$ cat src/design/isqrr_pkg.sv
// ----------------------------------------------------------------------------
// Rounded integer square root: shared definitions
// Default widths for the pipelined digit-by-digit square root.
// ----------------------------------------------------------------------------
package isqrr_pkg;

	localparam int DEF_INPUT_BITS = 32;

	// Number of root digits resolved for a radicand of the given width.
	function automatic int num_steps(input int input_bits);
		return (input_bits + 1) / 2;
	endfunction

	// Bit position of the probe at the first step: the highest even position.
	function automatic int top_probe_pos(input int input_bits);
		return ((input_bits - 1) / 2) * 2;
	endfunction

endpackage

$ cat src/design/isqrr_step.sv
// ----------------------------------------------------------------------------
// Rounded integer square root: one digit stage
// Resolves one root bit with a compare and subtract, then registers the
// remainder and partial root for the next stage.
// ----------------------------------------------------------------------------
module isqrr_step #(
	parameter int W         = isqrr_pkg::DEF_INPUT_BITS,
	parameter int PROBE_POS = 0
) (
	input  logic         clk,
	input  logic         arst_n,
	input  logic         in_valid,
	output logic         in_ready,
	input  logic [W-1:0] rem_in,
	input  logic [W:0]   acc_in,
	output logic         out_valid,
	input  logic         out_ready,
	output logic [W-1:0] rem_out,
	output logic [W:0]   acc_out
);

	localparam logic [W:0] PROBE = {{W{1'b0}}, 1'b1} << PROBE_POS;

	logic         valid_s1;
	logic [W-1:0] rem_s1;
	logic [W:0]   acc_s1;
	logic [W:0]   trial;
	logic [W+1:0] acc_sum;
	logic         take;
	logic [W-1:0] rem_next;
	logic [W:0]   acc_next;

	always_comb begin
		trial    = acc_in + PROBE;
		take     = {1'b0, rem_in} >= trial;
		acc_sum  = {1'b0, trial} + {1'b0, PROBE};
		rem_next = take ? (rem_in - trial[W-1:0]) : rem_in;
		acc_next = take ? acc_sum[W+1:1] : (acc_in >> 1);
	end

	// The stage may load whenever its register is empty or being emptied.
	assign in_ready = !valid_s1 || out_ready;

	always_ff @(posedge clk or negedge arst_n) begin
		if (!arst_n) begin
			valid_s1 <= 1'b0;
		end else if (in_ready) begin
			valid_s1 <= in_valid;
		end
	end

	always_ff @(posedge clk) begin
		if (in_valid && in_ready) begin
			rem_s1 <= rem_next;
			acc_s1 <= acc_next;
		end
	end

	assign out_valid = valid_s1;
	assign rem_out   = rem_s1;
	assign acc_out   = acc_s1;

endmodule

$ cat src/design/isqrr_round.sv
// ----------------------------------------------------------------------------
// Rounded integer square root: rounding and output stage
// Rounds the truncated root up when the remainder exceeds it and holds the
// result in the output register.
// ----------------------------------------------------------------------------
module isqrr_round #(
	parameter int W         = isqrr_pkg::DEF_INPUT_BITS,
	parameter int ROOT_BITS = isqrr_pkg::DEF_INPUT_BITS / 2 + 1
) (
	input  logic                 clk,
	input  logic                 arst_n,
	input  logic                 in_valid,
	output logic                 in_ready,
	input  logic [W-1:0]         rem_in,
	input  logic [W:0]           acc_in,
	output logic                 out_valid,
	input  logic                 out_ready,
	output logic [ROOT_BITS-1:0] root
);

	logic                 valid_s1;
	logic [ROOT_BITS-1:0] root_s1;
	logic                 round_up;
	logic [W:0]           rounded;

	always_comb begin
		round_up = {1'b0, rem_in} > acc_in;
		rounded  = acc_in + {{W{1'b0}}, round_up};
	end

	assign in_ready = !valid_s1 || out_ready;

	always_ff @(posedge clk or negedge arst_n) begin
		if (!arst_n) begin
			valid_s1 <= 1'b0;
		end else if (in_ready) begin
			valid_s1 <= in_valid;
		end
	end

	always_ff @(posedge clk) begin
		if (in_valid && in_ready) begin
			root_s1 <= rounded[ROOT_BITS-1:0];
		end
	end

	assign out_valid = valid_s1;
	assign root      = root_s1;

endmodule

$ cat src/design/integer_square_root_rounded.sv
// ----------------------------------------------------------------------------
// Rounded integer square root
// Fully pipelined digit-by-digit square root, rounded to nearest.
// ----------------------------------------------------------------------------
// Each radicand beat passes through one register stage per root bit
// ((INPUT_BITS+1)/2 stages, sixteen at the default width), each doing one
// compare and subtract, and then through a rounding stage that is also the
// output register. That makes (INPUT_BITS+1)/2 + 1 register stages in all
// (seventeen by default). root_valid rises once the beat has been registered
// by every digit stage and then by the rounding stage. A new radicand can be
// taken in every cycle, so the sustained rate is one result per cycle while
// root_ready stays high. When the output is stalled, the stages fill up and
// radicand_ready falls once every stage holds a beat. No state is kept
// between beats.
module integer_square_root_rounded #(
	parameter int INPUT_BITS = isqrr_pkg::DEF_INPUT_BITS
) (
	input  logic                    clk,
	input  logic                    arst_n,
	input  logic                    radicand_valid,
	output logic                    radicand_ready,
	input  logic [INPUT_BITS-1:0]   radicand,
	output logic                    root_valid,
	input  logic                    root_ready,
	output logic [INPUT_BITS/2:0]   root
);

	localparam int ROOT_BITS = INPUT_BITS / 2 + 1;
	localparam int STEPS     = isqrr_pkg::num_steps(INPUT_BITS);
	localparam int TOP_POS   = isqrr_pkg::top_probe_pos(INPUT_BITS);

	logic                  valid_c [STEPS+1];
	logic                  ready_c [STEPS+1];
	logic [INPUT_BITS-1:0] rem_c   [STEPS+1];
	logic [INPUT_BITS:0]   acc_c   [STEPS+1];

	assign valid_c[0]     = radicand_valid;
	assign radicand_ready = ready_c[0];
	assign rem_c[0]       = radicand;
	assign acc_c[0]       = '0;

	for (genvar i = 0; i < STEPS; i++) begin : g_step
		isqrr_step #(
			.W         (INPUT_BITS),
			.PROBE_POS (TOP_POS - 2 * i)
		) u_step (
			.clk       (clk),
			.arst_n    (arst_n),
			.in_valid  (valid_c[i]),
			.in_ready  (ready_c[i]),
			.rem_in    (rem_c[i]),
			.acc_in    (acc_c[i]),
			.out_valid (valid_c[i+1]),
			.out_ready (ready_c[i+1]),
			.rem_out   (rem_c[i+1]),
			.acc_out   (acc_c[i+1])
		);
	end

	isqrr_round #(
		.W         (INPUT_BITS),
		.ROOT_BITS (ROOT_BITS)
	) u_round (
		.clk       (clk),
		.arst_n    (arst_n),
		.in_valid  (valid_c[STEPS]),
		.in_ready  (ready_c[STEPS]),
		.rem_in    (rem_c[STEPS]),
		.acc_in    (acc_c[STEPS]),
		.out_valid (root_valid),
		.out_ready (root_ready),
		.root      (root)
	);

endmodule

$ cat config.mk
export PLATFORM = sky130hd
export DESIGN_NAME = integer_square_root_rounded
export DESIGN_NICKNAME = d
export VERILOG_FILES = /design/src/design/isqrr_pkg.sv /design/src/design/isqrr_step.sv /design/src/design/isqrr_round.sv /design/src/design/integer_square_root_rounded.sv
export SDC_FILE = /design/constraint.sdc
export NUM_CORES = 1
export LEC_CHECK = 0
export ABC_AREA = 1
export BUFFER_PORTS_ARGS = -buffer_cell sky130_fd_sc_hd__buf_4
export CAP_MARGIN = 20
export CORE_AREA = 2 2 246 248
export DETAILED_ROUTE_END_ITERATION = 16
export DIE_AREA = 0 0 248 250
export PLACE_DENSITY = 0.77
export SLEW_MARGIN = 20
export SYNTH_ARGS = -nofsm -noshare
export SYNTH_HDL_FRONTEND = slang
export SYNTH_SLANG_ARGS = --single-unit
$ cat constraint.sdc
create_clock -name clk -period 6.7 [get_ports clk]
set_clock_uncertainty 0.05 [all_clocks]
set_input_delay 1.675 -clock clk [delete_from_list [all_inputs] [get_ports clk]]
set_output_delay 1.675 -clock clk [all_outputs]
set_load 0.02 [all_outputs]
==> results.md <==
* Status: finished clean
* Number of global-route vias before repair at between 20000 and 25000
* Share of the synthesized area in compound gates (AO/OA/AOI/OAI) at about 8.5%
* Initial DRT Pass Iterations at 6
* Number of design rule violations left after detail routing at 0
* CTS max path bufs at 3
* Crit Reg-Reg Startpoint: g_step[15].u_step.acc_out[14]
* Mux contribution to synthesized area at 0%
* Drt total wl at 76380 um
* CTS tree: yes
* Flip-flop and latch count after synthesis at 682
* Grt total ovfl at 0
* Kind of start point of the critical path: input pin
* Number of CTS-inserted buffers at 71
* Detail-routed net length per standard cell at 17.46 um
* EDFF count, synth at about 670
* Boundary pin count at 55
* Latest clock arrival within the worst-skew pair at 630 ps
* Core box area at 59570 sq um
* Starting Density at approximately three fifths
* Die area at just over 60000 sq um
* Depth of the worst register-to-register path at 15
* Inserted Diodes at 0
* Most used flip-flop cell after synthesis: sky130_fd_sc_hd__edfxtp_1
* Setup-failing EPs final at 0
* Crit path max fanout at 4
* Share of layout cells above drive strength 1 at 8.155%
* Area share of fa/ha/maj cells after synthesis at roughly 6%
* Library cells used by synthesis at a little under 70
* Total of warnings raised by yosys at 0
* Reg-to-Reg End: u_round.root[15]
* Final setup TNS at 0 ps
* Count of final max-slew check failures at 0
* GRT Overall Usage at between 20% and 30%
* Reported leakage power at approximately 16 nW
* Worst supply voltage drop on vdd at around 0.31 mV
* Max-cap violations at 0
* Area growth from synthesis to layout at 10.60%
* Vertical die dimension at 250 um
* Period utilization at about 84%
* Post-route standard cell area excluding fillers at about 40000 sq um
* Achievable clock frequency at around 180 MHz
* Width of the die at 248 um
* Largest family of logic cells by synthesized area: simple AND/OR/NAND/NOR gates
* Layout Utilization at between 60% and 70%
* Power per standard cell area at 415.6 nW/um^2
* Cell area after placement at about 37000 sq um
* Standard-cell rows at 90
* Largest net degree at the start of global routing at just under 50
* Clk sink count at between 600 and 700
* Crit. End Element: output port
* Place WS at 1101 ps
* Worst-case setup margin in the final layout at about 1100 ps
* Worst min-delay path startpoint: g_step[0].u_step.rem_out[4]
* Post-synthesis share of cell area spent on and, or, nand and nor gates at approximately 16%
* # nets final at approximately 3700
* Power, Total at ~16 mW
* Worst hold endpoint: g_step[1].u_step.rem_out[4]
* Detail Placement HPWL at roughly 57000 um
* Area of the mapped netlist at roughly 35000 sq um
* Routed vias at 24300
* Data required, critical path at around 5000 ps
* Port Buf Inserts at 54
* Resize count post-CTS at 0
* Setup slack of the worst register-to-register path at 3090 ps
* Fill cell instance count of the final layout at 4502
* Final weighted congestion in routability-driven placement at about 0.97
* Wire length of the first global-routing pass at 119800 um
* H-tree lvl count at 3
* Shortest clock period the worst path allows after layout at between 5000 and 6000 ps
* Mean instance size in the synthesized netlist at 10.31 sq um
* Antenna violations before repair at 0
* Register clock-pin slew on the reported worst setup and hold paths at 60 ps
* Most frequent cells in the layout: sky130_fd_sc_hd__edfxtp_1, sky130_fd_sc_hd__nand2_1, sky130_fd_sc_hd__inv_1
* Most common library cell in the layout ignoring fill and taps: sky130_fd_sc_hd__edfxtp_1
* Path category of the worst min-delay check: flip-flop to flip-flop
* Final number of hold-violating endpoints at 0
* Slew headroom at ~28%
* RSZ-0062 raised after global routing: no
* Proportion of synthesized chip area in sequential cells at between 50% and 60%
* Worst slew pin tran at ~1100 ps
* Hold buffers post-CTS at 0
* Number of nets in the synthesized netlist at 3630
* Post-route antenna net violation count at 0
* Async S/R FF share, synth at 2.493%
* Count of cells along the worst hold path at 0
* Average via count per standard cell at approximately 5.6
* CP Data Arrival Time at approximately 3900 ps
* Post-CTS repair timing setup buffer count at 0
* Cell at the root of the clock tree: sky130_fd_sc_hd__clkbuf_16
* Fraction of synthesized cell area in xor and xnor cells at roughly 5.6%
* Number of cells produced by synthesis at 3424
* Critical path start-end classification: input pin to output port
* DR iter-0 viols at 1897
[worst max-delay path: stages]
cell and delay [ps]:
sky130_fd_sc_hd__buf_4 110, sky130_fd_sc_hd__inv_1 60, sky130_fd_sc_hd__nand4_1 150, sky130_fd_sc_hd__nor2_2 280, sky130_fd_sc_hd__nand4_2 160, sky130_fd_sc_hd__nor2_2 220
sky130_fd_sc_hd__nand4_1 200, sky130_fd_sc_hd__nor2_2 250, sky130_fd_sc_hd__nand4_2 200, sky130_fd_sc_hd__nor2_2 250, sky130_fd_sc_hd__nand2_1 140, sky130_fd_sc_hd__buf_4 180
[sequential cells by signal, indices dropped and copies added (netlist names)]
signal / flops
u_round.out_valid: 1
g_step.u_step.rem_out: 512
g_step.u_step.acc_out: 136
g_step.u_step.out_valid: 16
u_round.root: 17
[Yosys cell counts (all sizes together) (2+ instances only)]
cell type	count	area [sq um]
a211oi	5	37.54
a21boi	11	86.33
a21o	11	82.58
a21oi	188	989.7
a311oi	2	17.52
a31oi	14	100.1
a41oi	2	25.03
and2	2	12.51
and3	2	12.51
buf	28	185.2
dfrtp	17	425.4
edfxtp	665	19970
ha	170	2127
inv	519	1948
nand2	586	2245
nand3	99	515.5
nand3b	11	98.84
nand4	71	456.7
nor2	333	1308
nor3	59	320.3
nor4	74	490.5
nor4b	3	26.28
o2111ai	6	52.55
o211ai	9	67.56
o21a	9	67.56
o21ai	249	1295
o21bai	8	60.06
o311ai	2	17.52
o31ai	3	22.52
or2	26	162.6
or3	3	18.77
xnor2	86	753.2
xor2	139	1217
[how the worst max path moves through the flow]
stage / startpoint / end / cells after the start
floorplan: root_ready / radicand_ready / 10
global placement: root_ready / radicand_ready / 12
detailed placement: root_ready / radicand_ready / 12
CTS: root_ready / radicand_ready / 12
global route: root_ready / radicand_ready / 12
finish: root_ready / radicand_ready / 12
[metal layers]
| metal | wire length [um] | GRT usage (%) |
|---|---|---|
| met3 | 4651 | 3.538 |
| met1 | 32070 | 33.05 |
| met4 | 2004 | 8.298 |
| met2 | 37660 | 41.69 |
| met5 | 0 | 0 |
[power by group]
group | leakage, nW | total [mW] | internal, mW | switching (mW)
Clock | 1.14 | 3.92 | 2.22 | 1.69
Sequential | 6.55 | 7.04 | 6.26 | 0.780
Combinational | 8.13 | 5.27 | 1.88 | 3.39
[cells by family after synthesis]
| kind of cell | count (synthesis) |
|---|---|
| xor gates and xnor gates | 225 |
| AOI/OAI and AO/OA | 526 |
| and+or+nand+nor | 1273 |
| adders and majority gates | 170 |
| buffers and inverters | 548 |
| DFF | 682 |
[area by class of cell]
type	count	area [sq um]	area share (%)
inverter	519	1948	4.988
clock buffer	90	1918	4.911
clock inverter	40	455.4	1.166
sequential	682	20390	52.22
timing repair buffer	68	523.0	1.339
multi-input combinational	2194	12840	32.87
tap	782	978.4	2.505
[through the flow]
step | cells | hold WS (ps)
floorplan | 3424 | 366.6
global placement | 4244 | 379.1
detailed placement | 4244 | 379.8
CTS | 4374 | 395.0
global route | 4375 | 408.1
finish | 4375 | 393.7
(Power assumes the default switching activity.)
